===== src/rtl/two_tone_chime_generator_defines.svh =====
// Assertion macros shared by the chime generator modules
`ifndef TWO_TONE_CHIME_GENERATOR_DEFINES_SVH
`define TWO_TONE_CHIME_GENERATOR_DEFINES_SVH

`ifndef SYNTHESIS
`define TTC_ASSERT(label, prop) \
  label: assert property (@(posedge clk) disable iff (rst) (prop)) \
    else $error("chime assertion failed");
`define TTC_ASSERT_NEXT(label, ante, cons) \
  label: assert property (@(posedge clk) disable iff (rst) (ante) |=> (cons)) \
    else $error("chime assertion failed");
`else
`define TTC_ASSERT(label, prop)
`define TTC_ASSERT_NEXT(label, ante, cons)
`endif

`endif


===== src/rtl/ttc_queue.sv =====
// Two-entry word queue between the front and back parts
module ttc_queue #(
  parameter int DATA_W = 8
) (
  input  logic              clk,
  input  logic              rst,
  input  logic              push,
  input  logic [DATA_W-1:0] push_data,
  output logic              full,
  input  logic              pop,
  output logic              head_valid,
  output logic [DATA_W-1:0] head_data
);

  logic [DATA_W-1:0] mem [2];
  logic              wr_ptr;
  logic              rd_ptr;
  logic [1:0]        count;
  logic              do_pop;

  assign do_pop     = pop && (count != 2'd0);
  assign full       = (count == 2'd2);
  assign head_valid = (count != 2'd0);
  assign head_data  = mem[rd_ptr];

  always_ff @(posedge clk) begin
    if (push) begin
      mem[wr_ptr] <= push_data;
    end
  end

  always_ff @(posedge clk) begin
    if (rst) begin
      wr_ptr <= 1'b0;
      rd_ptr <= 1'b0;
      count  <= 2'd0;
    end else begin
      if (push) begin
        wr_ptr <= ~wr_ptr;
      end
      if (do_pop) begin
        rd_ptr <= ~rd_ptr;
      end
      case ({push, do_pop})
        2'b10:   count <= count + 2'd1;
        2'b01:   count <= count - 2'd1;
        default: count <= count;
      endcase
    end
  end

endmodule


===== config.mk =====
export PLATFORM = sky130hd
export DESIGN_NAME = ttc_queue
export DESIGN_NICKNAME = d
export VERILOG_FILES = /design/src/rtl/two_tone_chime_generator_defines.svh /design/src/rtl/ttc_queue.sv
export SDC_FILE = /design/constraint.sdc
export NUM_CORES = 1
export LEC_CHECK = 0
export CELL_PAD_IN_SITES_DETAIL_PLACEMENT = 1
export CELL_PAD_IN_SITES_GLOBAL_PLACEMENT = 1
export CORE_UTILIZATION = 35
export DETAILED_ROUTE_END_ITERATION = 8
export DONT_BUFFER_PORTS = 1
export GPL_TIMING_DRIVEN = 0
export PLACE_DENSITY = 0.71
export SETUP_SLACK_MARGIN = 0.2
export SLEW_MARGIN = 20
export SYNTH_ARGS = -nofsm -noshare
export SYNTH_HDL_FRONTEND = slang
export SYNTH_SLANG_ARGS = --single-unit

===== constraint.sdc =====
create_clock -name clk -period 1.4 [get_ports clk]
set_input_delay 0.07 -clock clk [delete_from_list [all_inputs] [get_ports clk]]
set_output_delay 0.07 -clock clk [all_outputs]
set_load 0.01 [all_outputs]

---- Yosys cells after proc, flatten, opt, wreduce, memory -nomap -nowiden ----
Memories as Yosys holds them, arrays and structs flattened. A register that Yosys moved wholly into a read port is not among the register bits.
Cells that the tools add are included.
Widths: inputs -> output; s select.
word-level totals
  output and inout bits ................... 10
  memories kept ........................... 1
  RAM bits ................................ 16
  flip-flop bits (word level) ............. 4
memories
  name  words  bits a word  read ports  clocked after memory_dff  wr ports  line             source
  mem   2      8            1           1                         1         ttc_queue.sv:15  logic [DATA_W-1:0] mem [2];
cells by class
  bitwise logic cells ..................... 2
  reductions and logical operators ........ 3
  equality and inequality tests ........... 3
  $add $sub $neg .......................... 2
  muxes and demuxes ....................... 5
operators by type and width
  cell                 count
  $eq 2x2->1 const B   2
  $mux 1               4
  $pmux 2 s2           1
  $reduce_bool 2->1    2
  $add 2x1->2 const B  1
  $eq 2x1->1 const B   1
  $not 1->1            2
  $sub 2x1->2 const B  1
  $logic_and 1x1->1    1

---- Depth between registers and ports, before layout ----
Gate-level depths: netlist of the first run.
  word-level depth ........................ 4
  gate-level depth with buffers ........... 5

---- Worst setup path after synthesis of the first run ----
OpenSTA, ideal clock, no wires.
  kind .................................... register to register
  from .................................... register count[0]
  to ...................................... register count[1]
  required time ........................... 1.330 ns
  library setup time ...................... 0.070 ns
  stages on the path, launching flop included .. 5
  buffers on the path ..................... 0
  path slack .............................. 0.050 ns
  data arrival time ....................... 1.280 ns
  cell sequence ........................... dfxtp_1 -> o21a_1 -> ha_1 -> or3_1 -> a21oi_1
between the ends
  word-level cells in the longest chain between the ends .. 4
ends and longest elaborated chain
  what                                             line             source
  start: declaration                               ttc_queue.sv:18  logic [1:0] count;
  start signal: assignment                         ttc_queue.sv:45  2'b10: count <= count + 2'd1;
  start signal: assignment                         ttc_queue.sv:46  2'b01: count <= count - 2'd1;
  start signal: assignment                         ttc_queue.sv:47  default: count <= count;
  $reduce_bool 2->1 *                              ttc_queue.sv:21  assign do_pop = pop && (count != 2'd0);
  $logic_and 1x1->1 *                              ttc_queue.sv:21
  net do_pop                                       ttc_queue.sv:19  logic do_pop;
  $eq 2x1->1 or $eq 2x2->1 (tied branches)         ttc_queue.sv:44  case ({push, do_pop})
  $pmux 2 s2 or $reduce_bool 2->1 (tied branches)  --
The timed path passes the listed nets; every way through them passes the cells marked *.
A chain may end at the register's enable or synchronous reset.

---- Worst setup path after layout of the first run ----
Same ends and word-level chain as after synthesis.

==> run_results.csv, run 1 <==
group,metric,value,unit
place,place_inst,75,
sta,tightest_slew,0.4400,ns
power,ir_drop,0.0007064,V
cells_and_area,most-common-layout-cells,"edfxtp_1 (16), mux2_4 (8), dlygate4sd3_1 (8)",
sta,clock.fmax,742.9,MHz
sta,min_period,1.346,ns
power,p_per_area,1581,nW/µm²
global_routing,grt_pass1_wl,2166,µm
detailed_routing,vias,418,
worst_setup_path,path_class,"flip-flop to flip-flop",
floorplan,coreArea,2042,µm²
worst_setup_path,required,1.63,ns
logic_synthesis,ys_types,16,
sta,relSlewSlack,70.63,%
clock_network,htreeDepth,1,
sta,finalHoldWorstSlack,-0.1796,ns
clock_network,cts_tree,"done",
logic_synthesis,syn_avg_cell_area,16.47,µm²
worst_setup_path,endpoint,"count[1]",
detailed_routing,firstDrtPassIters,2,
sta,final-max-slew-violation-count,0,
sta,rsz0062_at_grt,"yes",
clock_network,cts_buffers,3,
clock_network,cts.sinks,21,
floorplan,start_util,38.73,%
cells_and_area,finalNonFillerCells,90,
sta,finalCritPeriodShare,96.15,%
run_status,status,"complete, but fails checks",
job,cap_violations,0,
run_status,violations,"hold timing",
floorplan,dieArea,2453,µm²
worst_setup_path,r2r_cells,5,
detailed_routing,viasPerCell,4.644,
sta,setup_viol,0,
detailed_routing,wl_per_cell,14.21,µm
global_routing,gr-usage-all-layers,12.29,%
logic_synthesis,ys_ff_latch,21,
cells_and_area,antennaDiodeCount,0,
place,place_hpwl,824.8,µm
global_routing,grt_pass1_vias,462,
worst_setup_path,startpoint,"count[0]",
logic_synthesis,synth_seq_area_share,73.42,%
clock_network,clk_latency,0.29,ns
cells_and_area,area_delta_synth_final,28.96,%
worst_setup_path,cp-end-kind,"flip-flop",
worst_setup_path,r2r_end,"count[1]",
detailed_routing,routed_wl,1279,µm
cells_and_area,fillers,207,
sta,clock_skew,0.002422,ns
logic_synthesis,netlist_area,790.8,µm²
floorplan,fp.dieH,49.53,µm
logic_synthesis,synth_cells,48,
clock_network,clk_path_buf_depth,2,
place,gp_congestion,0.6427,
cells_and_area,final_common_cell,"edfxtp_1",
floorplan,boundaryPins,22,
logic_synthesis,yosysWarnings,0,
worst_setup_path,arrival,1.57,ns
logic_synthesis,synth_nets,61,
worst_setup_path,r2r_slack,0.05,ns
cells_and_area,drive_above_1_share,38.10,%
global_routing,grt_max_degree,12,
cells_and_area,final_nets,77,
clock_network,postCtsHoldBufs,8,
global_routing,antenna_found_initial,0,
floorplan,std_cell_rows,16,
floorplan,die_w,49.53,µm
clock_network,clk_pin_slew,0.10,ns
hold_path,hold_class,"primary input to flip-flop",
detailed_routing,drc_errors,0,
global_routing,grt_overflow,0,
worst_setup_path,r2r-start,"count[0]",
power,power_leakage,0.3734,nW
place,port_buffers,0,
worst_setup_path,path_max_fanout,2,
detailed_routing,first_iter_violations,4,
sta,hold_violations,5,
detailed_routing,ant_nets,0,
worst_setup_path,crit_path_start_kind,"flip-flop",
clock_network,root_buffer,"clkbuf_4",
power,p_total,1.612,mW
==> metrics by stage <==
| stage | hold WS [ns] | utilization, % | instance area (µm²) | setup slack, ns | setup TNS [ns] |
|---|---|---|---|---|---|
| final | -0.1796 | 49.94 | 1020 | 0.05390 | 0 |
| after CTS | -0.1919 | 49.69 | 1015 | 0.06438 | 0 |
| after detailed placement | 0.1418 | 41.05 | 838.3 | 0.04838 | 0 |
| after global routing | -0.1997 | 49.94 | 1020 | -0.02254 | -0.02254 |
| after floorplan | 0.1350 | - | 804.5 | 0.1132 | 0 |
| after global placement | 0.1378 | 41.05 | 838.3 | 0.08130 | 0 |
==> routing by layer <==
metal	up-vias	global-route usage, %	share of wire, %
met4	0	7.143	0.70
met2	11	20.27	51
li1	200	-	-
met1	205	14.57	44
met5	-	0	0
met3	2	2.778	4.5
==> worst min path at each step <==
stage | to | cells past startpoint | slack (ns) | start
after floorplan | count[0] | 1 | 0.13 | rst
after global placement | count[0] | 1 | 0.14 | rst
after detailed placement | count[1] | 1 | 0.14 | rst
after CTS | count[1] | 1 | -0.19 | rst
after global routing | count[1] | 1 | -0.20 | rst
final | count[1] | 1 | -0.18 | rst
==> area by class of cell <==
| type | count | area (µm²) | area share, % |
|---|---|---|---|
| flip-flops and latches | 21 | 586.8 | 57.55 |
| multi-input cells | 25 | 251.5 | 24.66 |
| repair buffers | 11 | 102.6 | 10.06 |
| well taps | 27 | 33.78 | 3.313 |
| clock buffers | 4 | 26.28 | 2.577 |
| plain buffers | 1 | 15.01 | 1.472 |
| inverters | 1 | 3.754 | 0.3681 |
==> report_power, final <==
part           leakage, nW  switching (mW)  internal [mW]  total, mW
sequential           0.193          0.0367          0.764      0.801
clock               0.0150           0.161          0.111      0.272
combinational        0.166           0.242          0.298      0.540
total                0.373           0.440           1.17       1.61
==> worst max-delay path: stages (launching register included) <==
cell	delay, ns
dfxtp_4	0.36
o21a_1	0.20
ha_4	0.16
xnor2_1	0.12
or3_1	0.32
a21oi_2	0.12
==> synthesized netlist by cell type <==
cell type | n | share of area, %
o21ai_0 | 1 | 0.63
dfxtp_1 | 5 | 13
buf_2 | 1 | 0.63
xor2_1 | 1 | 1.1
nor2_1 | 5 | 2.4
edfxtp_1 | 16 | 61
and2b_2 | 1 | 1.1
and2_1 | 1 | 0.79
xnor2_1 | 3 | 3.3
a21oi_1 | 1 | 0.63
or2_2 | 1 | 0.79
o21a_1 | 1 | 0.95
mux2_2 | 8 | 11
ha_1 | 1 | 1.6
or3_1 | 1 | 0.79
inv_1 | 1 | 0.47
==> state kept, by name, indices dropped and copies added, names as in the netlist, named ones only <==
signal / flops
count: 2
mem: 16
wr_ptr: 1
rd_ptr: 1
==> timing repair <==
action | 4_1_cts | 5_1_grt
gates resized for setup | 15 | 2
endpoints found under the hold margin | 21 | 5
setup endpoints to repair | 17 | 13
pin swaps | 1 | 0
setup buffers | 3 | 0
==> cells by family (layout without fill, tap and decap cells) <==
family,count (synthesis),count (layout),synth area share (%)
flip-flops,21,21,73.42
AND/OR/NAND/NOR,9,9,5.856
multiplexers,8,8,11.39
XOR/XNOR,4,4,4.431
AO/OA/AOI/OAI,3,3,2.214
buffers and inverters,2,17,1.107
adder cells (fa/ha/maj),1,1,1.582
No activity file was read; power rests on OpenSTA's default activity.
==> run 2: changes to the inputs <==
SETUP_SLACK_MARGIN = 0.1   (was 0.2)
==> run_results.csv, run 2 (synthesis results as in run 1) <==
group,metric,value,unit
clock_network,root_buffer,"clkbuf_4",
floorplan,dieArea,2453,µm²
sta,setup_viol,0,
detailed_routing,wl_per_cell,14.10,µm
worst_setup_path,cp-end-kind,"flip-flop",
sta,rsz0062_at_grt,"yes",
cells_and_area,top_regs,"mem x16, count x2",
clock_network,clk_latency,0.29,ns
worst_setup_path,path_class,"flip-flop to flip-flop",
power,power_leakage,0.3491,nW
detailed_routing,ant_nets,0,
detailed_routing,routed_wl,1283,µm
job,cap_violations,0,
floorplan,die_w,49.53,µm
hold_path,hold_class,"primary input to flip-flop",
clock_network,clk_pin_slew,0.11,ns
detailed_routing,viasPerCell,4.637,
cells_and_area,drive_above_1_share,35.94,%
worst_setup_path,required,1.64,ns
floorplan,boundaryPins,22,
global_routing,met1_usage,14.00,%
sta,clock_skew,0.005076,ns
sta,finalHoldWorstSlack,-0.1895,ns
clock_network,cts_buffers,3,
clock_network,cts.sinks,21,
floorplan,start_util,38.73,%
detailed_routing,firstDrtPassIters,2,
clock_network,cts_tree,"done",
cells_and_area,finalNonFillerCells,91,
floorplan,coreArea,2042,µm²
clock_network,htreeDepth,1,
sta,tightest_slew,0.4696,ns
global_routing,grt_max_degree,12,
worst_setup_path,r2r-start,"count[0]",
worst_setup_path,arrival,1.57,ns
cells_and_area,finish.instance_area,994.7,µm²
global_routing,gr-max-usage-layer,"met2",
power,switching_power,0.4289,mW
global_routing,grt_pass1_vias,442,
cells_and_area,area_delta_synth_final,25.79,%
clock_network,clk_path_buf_depth,2,
worst_setup_path,r2r_slack,0.07,ns
cells_and_area,top_register,"mem",
worst_setup_path,r2r_cells,5,
sta,final-max-slew-violation-count,0,
sta,fin_setup_tns,0,ns
detailed_routing,vias,422,
hold_path,holdPathEnd,"count[1]",
floorplan,fp.dieH,49.53,µm
power,swShare,27.51,%
global_routing,grt_pass1_wl,1959,µm
detailed_routing,drc_errors,0,
power,p_per_area,1567,nW/µm²
worst_setup_path,crit_path_start_kind,"flip-flop",
worst_setup_path,r2r_end,"count[1]",
hold_path,min-delay-start,"rst",
sta,clock.fmax,749.3,MHz
sta,min_period,1.335,ns
global_routing,grt_overflow,0,
cells_and_area,fillers,213,
global_routing,antenna_found_initial,0,
global_routing,gr-usage-all-layers,11.05,%
place,gp_congestion,0.6818,
place,placed_cell_area,838.3,µm²
cells_and_area,most-common-layout-cells,"edfxtp_1 (16), dlygate4sd3_1 (9), mux2_2 (8)",
place,port_buffers,0,
global_routing,grt_use_met3,3.395,%
place,place_hpwl,789.4,µm
power,seq_power_share,51.0,%
hold_path,min_path_cells,1,
place,place_inst,75,
cells_and_area,final_nets,78,
cells_and_area,largest_reg_flops,16,
sta,finalCritPeriodShare,95.33,%
cells_and_area,ff_latch_area,586.8,µm²
floorplan,std_cell_rows,16,
power,ir_drop,0.0007696,V
cells_and_area,final_common_cell,"edfxtp_1",
run_status,violations,"hold timing",
cells_and_area,final_util,48.71,%
power,p_clk_share,18.0,%
run_status,status,"complete, but fails checks",
clock_network,postCtsHoldBufs,9,
cells_and_area,multi_input_comb_area,220.2,µm²
global_routing,grt_use_met2,16.89,%
power,internal_power,1.130,mW
detailed_routing,first_iter_violations,1,
sta,hold_violations,4,
worst_setup_path,path_max_fanout,2,
power,p_comb_share,31.1,%
cells_and_area,antennaDiodeCount,0,
sta,relSlewSlack,68.66,%
-- run 2: changes by cell type in the layout (fill, tap and decap cells not counted) --
cell and delta:
mux2_4 -8, and2_2 -1, dlygate4sd3_1 +1, and2_1 +1, buf_6 +1, buf_8 -1
mux2_2 +8
-- run 2: power groups by stage --
stage	Combinational, mW	Sequential, mW	Clock [mW]
2_1_floorplan	0.326	0.803	0
3_3_place_gp	0.368	0.810	0
3_5_place_dp	0.375	0.816	0
4_1_cts	0.476	0.793	0.287
5_1_grt	0.527	0.803	0.313
6_report	0.484	0.795	0.280
-- run 2: layout make-up --
cell class,instances,share of cell area [%]
clock buffers,4,2.642
repair buffers,12,11.32
flip-flops and latches,21,58.99
plain buffers,1,1.132
well taps,27,3.396
inverters,1,0.3774
multi-input cells,25,22.14
-- run 2: critical path, stage by stage, from the launching register on --
cell     delay [ns]
dfxtp_4        0.36
o21a_1         0.20
ha_4           0.16
xnor2_1        0.12
or3_1          0.32
a21oi_2        0.11
-- run 2: repair_timing --
item                                   in CTS  in global routing
setup endpoints to repair                  17                  4
endpoints found under the hold margin      21                  4
gates resized for setup                     4                  3
buffers inserted                            3                  0
pin swaps                                   1                  0
-- run 2: worst max-delay path by stage --
stage	from	end	slack, ns	depth (start not counted)
after floorplan	count[0]	count[1]	0.11	5
after global placement	count[0]	count[1]	0.08	5
after detailed placement	count[0]	count[1]	0.05	5
after CTS	count[0]	count[1]	0.06	5
after global routing	count[0]	count[1]	0.01	5
final	count[0]	count[1]	0.07	5
-- run 2: stage by stage --
| stage | power [mW] | worst slack (ns) | hold slack (ns) |
|---|---|---|---|
| detailed placement | 1.191 | 0.05186 | 0.1376 |
| floorplan | 1.128 | 0.1132 | 0.1350 |
| CTS | 1.556 | 0.06128 | -0.1859 |
| global placement | 1.178 | 0.07921 | 0.1369 |
| finish | 1.559 | 0.06540 | -0.1895 |
| global route | 1.644 | 0.01349 | -0.2089 |
-- run 2: per-layer routing --
metal | vias to the layer above | routed length, µm
met2 | 11 | 638
met5 | - | 0
met1 | 206 | 572
met3 | 0 | 72
li1 | 205 | -
met4 | 0 | 0
