## src/rtl/two_tone_chime_generator_defines.svh

```systemverilog
// Assertion macros shared by the chime generator modules
`ifndef TWO_TONE_CHIME_GENERATOR_DEFINES_SVH
`define TWO_TONE_CHIME_GENERATOR_DEFINES_SVH

`ifndef SYNTHESIS
`define TTC_ASSERT(label, prop) \
  label: assert property (@(posedge clk) disable iff (rst) (prop)) \
    else $error("chime assertion failed");
`define TTC_ASSERT_NEXT(label, ante, cons) \
  label: assert property (@(posedge clk) disable iff (rst) (ante) |=> (cons)) \
    else $error("chime assertion failed");
`else
`define TTC_ASSERT(label, prop)
`define TTC_ASSERT_NEXT(label, ante, cons)
`endif

`endif

```

## src/rtl/ttc_pkg.sv

```systemverilog
// Types, constants and sine table function of the chime generator
package ttc_pkg;

  localparam logic [23:0] ENV_ONE = 24'h800000;
  localparam logic [12:0] GAIN_CONST = 13'd7209;
  localparam logic [15:0] VOLUME_MAX = 16'd32768;
  localparam logic [63:0] HALF_PI_Q30 = 64'd1686629713;
  localparam int unsigned TAYLOR_DIV [7] = '{6, 20, 42, 72, 110, 156, 210};

  typedef enum logic [2:0] {
    REG_VOLUME        = 3'd0,
    REG_TONE_A_STEP   = 3'd1,
    REG_TONE_B_STEP   = 3'd2,
    REG_TONE_B_DELAY  = 3'd3,
    REG_ATTACK_LENGTH = 3'd4,
    REG_ATTACK_STEP   = 3'd5,
    REG_DECAY_FACTOR  = 3'd6,
    REG_CHIME_LENGTH  = 3'd7
  } reg_idx_t;

  typedef struct packed {
    logic [15:0] volume;
    logic [31:0] tone_a_step;
    logic [31:0] tone_b_step;
    logic [13:0] tone_b_delay;
    logic [13:0] attack_length;
    logic [23:0] attack_step;
    logic [23:0] decay_factor;
    logic [13:0] chime_length;
  } cfg_t;

  localparam cfg_t CFG_RST = '{
    volume:        16'd32768,
    tone_a_step:   32'd78741067,
    tone_b_step:   32'd118111601,
    tone_b_delay:  14'd2160,
    attack_length: 14'd576,
    attack_step:   24'd14564,
    decay_factor:  24'd16769528,
    chime_length:  14'd8640
  };

  typedef struct packed {
    logic        active;
    logic        last;
    logic        tone_b_on;
    logic [23:0] env;
  } ctl_t;

  function automatic logic [14:0] sine_entry(input int unsigned k, input int unsigned bits);
    logic [63:0] x;
    logic [63:0] term;
    logic [63:0] sum;
    logic [63:0] v;
    x = (HALF_PI_Q30 * (64'(k) * 64'd2 + 64'd1)) >> (bits + 1);
    term = x;
    sum = x;
    for (int n = 1; n <= 7; n++) begin
      term = (term * x) >> 30;
      term = (term * x) >> 30;
      term = term / 64'(TAYLOR_DIV[n - 1]);
      if ((n % 2) == 1) begin
        sum = (sum >= term) ? sum - term : 64'd0;
      end else begin
        sum = sum + term;
      end
    end
    v = (sum * 64'd32767 + (64'd1 << 29)) >> 30;
    if (v > 64'd32767) begin
      v = 64'd32767;
    end
    return v[14:0];
  endfunction

endpackage

```

## src/rtl/ttc_front.sv

```systemverilog
// Front part: takes start words, steps the chime state and queues sample work
`include "two_tone_chime_generator_defines.svh"

module ttc_front #(
  parameter int PHASE_BITS = 32,
  parameter int TAB_BITS   = 8
) (
  input  logic                          clk,
  input  logic                          rst,
  input  ttc_pkg::cfg_t                 cfg,
  input  logic                          in_valid,
  output logic                          in_stall,
  input  logic                          start_req,
  input  logic                          q_full,
  output logic                          q_push,
  output ttc_pkg::ctl_t                 work_ctl,
  output logic [TAB_BITS+1:0]           work_phase_a,
  output logic [TAB_BITS+1:0]           work_phase_b
);
  import ttc_pkg::*;

  localparam int ADDR_W = TAB_BITS + 2;

  logic [13:0]           sample_index;
  logic [23:0]           envelope_level;
  logic [PHASE_BITS-1:0] phase_a;
  logic [PHASE_BITS-1:0] phase_b;
  logic [13:0]           sample_index_next;
  logic [23:0]           envelope_level_next;
  logic [PHASE_BITS-1:0] phase_a_next;
  logic [PHASE_BITS-1:0] phase_b_next;

  logic                  acc;
  logic [13:0]           idx_cur;
  logic [23:0]           env_cur;
  logic [PHASE_BITS-1:0] pa_cur;
  logic [PHASE_BITS-1:0] pb_cur;
  logic                  act;
  logic                  lst;
  logic [14:0]           n;
  logic [24:0]           env_sum;
  logic [47:0]           env_decay;
  logic [23:0]           env_upd;

  assign in_stall = q_full;
  assign acc      = in_valid && !in_stall;
  assign q_push   = acc;

  always_comb begin
    idx_cur = start_req ? 14'd0 : sample_index;
    env_cur = start_req ? ((cfg.attack_length == 14'd0) ? ENV_ONE : 24'd0) : envelope_level;
    pa_cur  = start_req ? '0 : phase_a;
    pb_cur  = start_req ? '0 : phase_b;
    act     = (idx_cur < cfg.chime_length);
    n       = {1'b0, idx_cur} + 15'd1;
    lst     = act && (n == {1'b0, cfg.chime_length});
  end

  always_comb begin
    env_sum   = {1'b0, env_cur} + {1'b0, cfg.attack_step};
    env_decay = env_cur * cfg.decay_factor;
    if (n < {1'b0, cfg.attack_length}) begin
      env_upd = (env_sum > {1'b0, ENV_ONE}) ? ENV_ONE : env_sum[23:0];
    end else if (n == {1'b0, cfg.attack_length}) begin
      env_upd = ENV_ONE;
    end else begin
      env_upd = env_decay[47:24];
    end
  end

  always_comb begin
    sample_index_next   = idx_cur;
    envelope_level_next = env_cur;
    phase_a_next        = pa_cur;
    phase_b_next        = pb_cur;
    if (act) begin
      sample_index_next   = n[13:0];
      envelope_level_next = env_upd;
      phase_a_next        = pa_cur + cfg.tone_a_step[PHASE_BITS-1:0];
      if (idx_cur >= cfg.tone_b_delay) begin
        phase_b_next = pb_cur + cfg.tone_b_step[PHASE_BITS-1:0];
      end
    end
  end

  always_ff @(posedge clk) begin
    if (rst) begin
      sample_index   <= CFG_RST.chime_length;
      envelope_level <= 24'd0;
      phase_a        <= '0;
      phase_b        <= '0;
    end else if (acc) begin
      sample_index   <= sample_index_next;
      envelope_level <= envelope_level_next;
      phase_a        <= phase_a_next;
      phase_b        <= phase_b_next;
    end
  end

  always_comb begin
    work_ctl.active    = act;
    work_ctl.last      = lst;
    work_ctl.tone_b_on = (idx_cur > cfg.tone_b_delay);
    work_ctl.env       = env_cur;
    work_phase_a       = pa_cur[PHASE_BITS-1 -: ADDR_W];
    work_phase_b       = pb_cur[PHASE_BITS-1 -: ADDR_W];
  end

  `TTC_ASSERT(a_env_bounded, envelope_level <= ENV_ONE)
  `TTC_ASSERT_NEXT(a_restart_index, acc && start_req && (cfg.chime_length != 14'd0), sample_index == 14'd1)
  `TTC_ASSERT_NEXT(a_tone_b_waits, acc && act && (idx_cur < cfg.tone_b_delay), phase_b == $past(pb_cur))

endmodule

```

## config.mk

```make
export PLATFORM = sky130hd
export DESIGN_NAME = ttc_front
export DESIGN_NICKNAME = d
export VERILOG_FILES = /design/src/rtl/ttc_pkg.sv /design/src/rtl/ttc_front.sv
export VERILOG_INCLUDE_DIRS = /design/src /design/src/rtl
export SDC_FILE = /design/constraint.sdc
export NUM_CORES = 2
export LEC_CHECK = 0
export ABC_AREA = 0
export BUFFER_PORTS_ARGS = -buffer_cell sky130_fd_sc_hd__buf_4
export CORE_ASPECT_RATIO = 0.7
export CORE_MARGIN = 1
export CORE_UTILIZATION = 50
export CTS_BUF_LIST = sky130_fd_sc_hd__clkbuf_8
export CTS_CLUSTER_SIZE = 16
export DETAILED_ROUTE_END_ITERATION = 16
export GPL_TIMING_DRIVEN = 0
export PLACE_DENSITY_LB_ADDON = 0.15
export SKIP_LAST_GASP = 1
export SYNTH_ARGS = -nofsm -noshare
export SYNTH_HDL_FRONTEND = slang
export SYNTH_SLANG_ARGS = --single-unit
```

## constraint.sdc

```tcl
create_clock -name clk -period 9.5 [get_ports clk]
set_input_delay 0.95 -clock clk [delete_from_list [all_inputs] [get_ports clk]]
set_output_delay 0.95 -clock clk [all_outputs]
set_load 0.03 [all_outputs]
```

-- Yosys cells after proc, flatten, opt, wreduce, memory -nomap -nowiden
Index checks and enable logic that the tools add are counted.
- add/sub/neg operators: 4
- $lt $le $gt $ge: 5
- reductions and logical operators: 4
- $mul: 1
- multiplexer cells: 13
- equality and inequality tests: 2
- operators by type and width (cell ; number):
    $mux W32 ; 5
    $mux W24 ; 6
    $add A32 B32 Y32 ; 2
    $mul A24 B24 Y48 ; 1
    $eq A15 B14 Y1 ; 2
    $mux W14 ; 2
    $add A24 B24 Y25 ; 1
    $gt A25 B24 Y1 const B ; 1
    $add A14 B1 Y15 const B ; 1
    $lt A15 B14 Y1 ; 1
    $ge A14 B14 Y1 ; 1
    $gt A14 B14 Y1 ; 1
    $logic_not A14 Y1 ; 1
    $lt A14 B14 Y1 ; 1
    $logic_and A1 B1 Y1 ; 2
    $logic_not A1 Y1 ; 1
- input bits: 175
- register bits: 102
- output and inout port bits: 49

-- Logic depth before layout (Yosys ltp)
- depth in word-level cells: 8
- gate-level depth with buffers: 32
- gate-level depth less buffers: 28

-- Least setup slack after synthesis
No wires, ideal clock.
- kind: input -> register
- start point: input start_req
- end point: register envelope_level[16]
- slack: 0.845 ns
- data required time: 9.367 ns
- cell stages on the path: 30
- data arrival time: 8.522 ns
- cells stage by stage: buf_6 > clkbuf_1 > clkbuf_1 > nor2b_1 > clkbuf_1 > nand2_1 > fa_1 > inv_1 > fa_1 > inv_1 > fa_1 > fa_1 > inv_1 > fa_1 > fa_1 > inv_1 > fa_1 > inv_1 > ha_1 > a21oi_1 > o21ai_0 > or2_1 > a31o_2 > a32o_1 > a21o_1 > a311oi_2 > nor2b_1 > a221oi_1 > xor2_1 > o221ai_1
- RTL lines (what ; line ; text):
    start: declaration ; ttc_front.sv:13 ; input logic start_req,
    end signal: assignment ; ttc_front.sv:94 ; envelope_level <= envelope_level_next;
    end: declaration ; ttc_front.sv:25 ; logic [23:0] envelope_level;

-- Final worst setup path
- start point: input start_req
- end point: register envelope_level[16]
- cells in the longest elaborated chain, start to end: 6
- elaborated cells on any way between the ends: 13
- those cells by class: 2 x add/sub; 1 x mul; 3 x order compare; 1 x eq/ne; 6 x mux
- ends and longest elaborated chain (what ; line ; text):
    parallel branches: the longest is 5 deep, another holds $mul A24 B24 Y48 ; -- ;
    $mux W24 * ; ttc_front.sv:76 ; if (act) begin
Every way passes the cells marked *.
A chain may end at the register's enable or synchronous reset.

==> impl_metrics.env <==
export IMPL_p_switching_mw=0.7475
export IMPL_synth_top_area_share_pct=34.36
export IMPL_syn2layout_area_growth_pct=10.04
export IMPL_synth_area_leader_cell="fa_1"
export IMPL_hold_violations=0
export IMPL_place_area_sq_um=30680
export IMPL_htreeDepth=3
export IMPL_cp_start_kind="primary input"
export IMPL_tightest_slew_ns=1.164
export IMPL_place_congestion=0.9685
export IMPL_reg2reg_from="envelope_level[3]"
export IMPL_hold_class="reg2reg"
export IMPL_skew_ns=0.02239
export IMPL_switching_share_pct=45.06
export IMPL_die_h_um=200.7
export IMPL_avgRoutedWirePerCell_um=21.20
export IMPL_timing_max_cap_violations=0
export IMPL_async_flop_share_pct=0
export IMPL_crit_start="start_req"
export IMPL_r2r_cells=24
export IMPL_p_int_mw=0.9114
export IMPL_final_cell_area_sq_um=31030
export IMPL_cts_inserted_buffers=9
export IMPL_synth_cells=3350
export IMPL_p_seq_share_pct=27.3
export IMPL_finalNetCount=4525
export IMPL_ff2ff_setup_slack_ns=0.58
export IMPL_path_clk_slew_ns=0.12
export IMPL_rsz0062_at_grt="false"
export IMPL_globalRouteTotalUtil_pct=32.80
export IMPL_initial_utilization_pct=50.81
export IMPL_synth_area_top_cells="fa_1 34%, ha_1 13%, inv_1 8.3%"
export IMPL_timing_setup_tns_ns=0
export IMPL_viasPerCell=5.534
export IMPL_core_sq_um=55490
export IMPL_dieArea_sq_um=57360
export IMPL_p_per_area_nw_per_um2=53.47
export IMPL_pre_cts_ws_ns=-1.383
export IMPL_cts_hold_buf=0
export IMPL_combinationalPowerShare_pct=53.3
export IMPL_worstHoldStart="phase_a[22]"
export IMPL_cts_tree="done"
export IMPL_antenna_found_initial=8
export IMPL_synth_nets=4308
export IMPL_synth_cell_types=79
export IMPL_drive_gt1_share_pct=8.483
export IMPL_cts_sinks=102
export IMPL_finalSetupViolations=0
export IMPL_cts_root_buf="clkbuf_8"
export IMPL_ys_warn_count=0
export IMPL_maxSlewHeadroom_pct=22.41
export IMPL_drc=0
export IMPL_arrival_ns=9.65
export IMPL_synth_ff_type="dfxtp_1"
export IMPL_hpwl_mm=76.13
export IMPL_slew_viol_final=0
export IMPL_drt_initial_drc_count=2061
export IMPL_setup_ws_ns=0.1476
export IMPL_synth_seq_area_share_pct=7.242
export IMPL_vias=23890
export IMPL_critPathKind="in2reg"
export IMPL_grt_max_degree=20
export IMPL_port_buffer_count=207
export IMPL_vdd_ir_drop_max_v=0.00005681
export IMPL_ioPinCount=224
export IMPL_clock_fmax_ghz=0.1069
export IMPL_grt_pass1_wl_mm=141.8
export IMPL_overflow=0
export IMPL_r2r_end="envelope_level[16]"
export IMPL_routed_wl_mm=91.52
export IMPL_rows=72
export IMPL_synth_edf_count=0
export IMPL_hold_path_end="phase_a[22]"
export IMPL_synth_common_cells="624 x inv_1, 484 x fa_1, 384 x nand2_1"
export IMPL_grt_pass1_vias=23720
export IMPL_timing_final_crit_share_pct=98.45
export IMPL_p_clk_share_pct=19.3
export IMPL_static_leakage_power_nw=15.71
export IMPL_total_power_mw=1.659
export IMPL_post_route_min_period_ns=9.352
export IMPL_clock_latency_ns=0.43
export IMPL_drtAntennaViolNets=0
export IMPL_crit_fanout=19
export IMPL_run_status="complete, no violations"
export IMPL_fp_dieW_um=285.8
export IMPL_synth_avg_cell_area_sq_um=8.417
export IMPL_yosysMostFrequentCell="inv_1"
export IMPL_ys_seq_elements=102
export IMPL_syn_area_sq_um=28200
export IMPL_first_pass_iters=6
export IMPL_worstPathRequired_ns=9.80
export IMPL_end_kind="flop"
export IMPL_clk_path_buf_depth=2
export IMPL_min_path_cells=2
layout make-up:
cell class | instances | area [sq um]
sequential | 102 | 2042
fill | 5418 | 24470
buffer | 147 | 628.1
inverter | 625 | 2346
clock buffer | 10 | 137.6
timing repair buffer | 207 | 1554
tap | 740 | 925.9
multi-input combinational | 2475 | 23300
antenna | 5 | 12.51
clock inverter | 6 | 76.32
placed cells by master, fill, tap and decap left out, types with 52 or more instances in the layout:
| cell | synthesis | layout |
|---|---|---|
| inv_1 | 624 | 624 |
| fa_1 | 484 | 484 |
| nand2_1 | 384 | 384 |
| ha_1 | 299 | 299 |
| and2_1 | 284 | 284 |
| buf_4 | 3 | 210 |
| a21oi_1 | 140 | 140 |
| nor2_1 | 119 | 119 |
| clkbuf_1 | 140 | 110 |
| dfxtp_1 | 102 | 102 |
| nor2b_1 | 116 | 97 |
| o21ai_0 | 78 | 78 |
| xnor2_1 | 67 | 67 |
| a21o_1 | 59 | 59 |
| a22oi_1 | 52 | 52 |
metrics by stage:
stage	utilization, %	cells	hold WS [ns]
2_1_floorplan	-	3350	0.4173
3_3_place_gp	55.28	4297	0.4302
6_report	55.91	4317	0.4589
4_1_cts	55.88	4312	0.4606
3_5_place_dp	55.28	4297	0.4358
5_1_grt	55.89	4313	0.4799
critical path, stage by stage:
cell,delay [ns]
buf_4,0.12
buf_6,0.16
nor2b_1,0.78
clkbuf_1,0.82
and2_1,0.26
fa_1,0.41
fa_1,0.51
fa_1,0.43
fa_1,0.52
fa_1,0.47
fa_1,0.50
inv_1,0.05
fa_1,0.47
inv_1,0.04
ha_1,0.34
a21oi_1,0.20
o21ai_0,0.20
or2_1,0.28
a31o_2,0.28
a32o_1,0.28
a21o_1,0.19
a311oi_2,0.42
nor2b_1,0.17
a221oi_1,0.35
xor2_1,0.27
o221ai_1,0.15
sequential cells by signal, indices dropped and copies added (netlist names):
register / flops
phase_a: 32
phase_b: 32
envelope_level: 24
sample_index: 14
worst max-delay path by stage:
stage | end | cells past startpoint
2_1_floorplan | envelope_level[16] | 30
3_3_place_gp | envelope_level[16] | 29
3_5_place_dp | envelope_level[16] | 29
4_1_cts | envelope_level[16] | 30
5_1_grt | envelope_level[16] | 28
6_report | envelope_level[16] | 26
layer usage:
| metal | wire length [um] | track usage [%] | vias to the layer above | share of wire [%] |
|---|---|---|---|---|
| met2 | 37170 | 45.71 | 974 | 41 |
| met4 | 1709 | 6.513 | 8 | 1.9 |
| met3 | 10560 | 11.01 | 96 | 12 |
| li1 | - | - | 11000 | - |
| met1 | 42020 | 49.02 | 11810 | 46 |
| met5 | 59 | 0 | - | 0.064 |
repair_timing:
item                                    CTS  global route
setup buffers                             0             0
hold endpoints to repair                  0             0
pin swaps                                 0             0
gates resized for setup                  58             7
endpoints found under the setup margin   19             1
cells by family (layout without fill, tap and decap cells):
logic type / after synthesis / after routing / synth area share (%)
AOI/OAI and AO/OA: 501 / 501 / 11.83
xor gates and xnor gates: 114 / 114 / 3.541
adders and majority gates: 783 / 783 / 47.63
buffers and inverters: 773 / 995 / 10.36
DFF: 102 / 102 / 7.242
muxes: 4 / 4 / 0.1464
other: 0 / 5 / 0
and+or+nand+nor: 1073 / 1073 / 19.25
power by group through the flow:
| stage | Combinational, mW | Sequential (mW) | Clock, mW |
|---|---|---|---|
| after floorplan | 0.555 | 0.460 | 0 |
| after CTS | 0.872 | 0.453 | 0.324 |
| after detailed placement | 0.861 | 0.462 | 0 |
| after global placement | 0.856 | 0.462 | 0 |
| after global routing | 0.979 | 0.455 | 0.344 |
| final | 0.885 | 0.453 | 0.321 |
(Power assumes the default switching activity.)
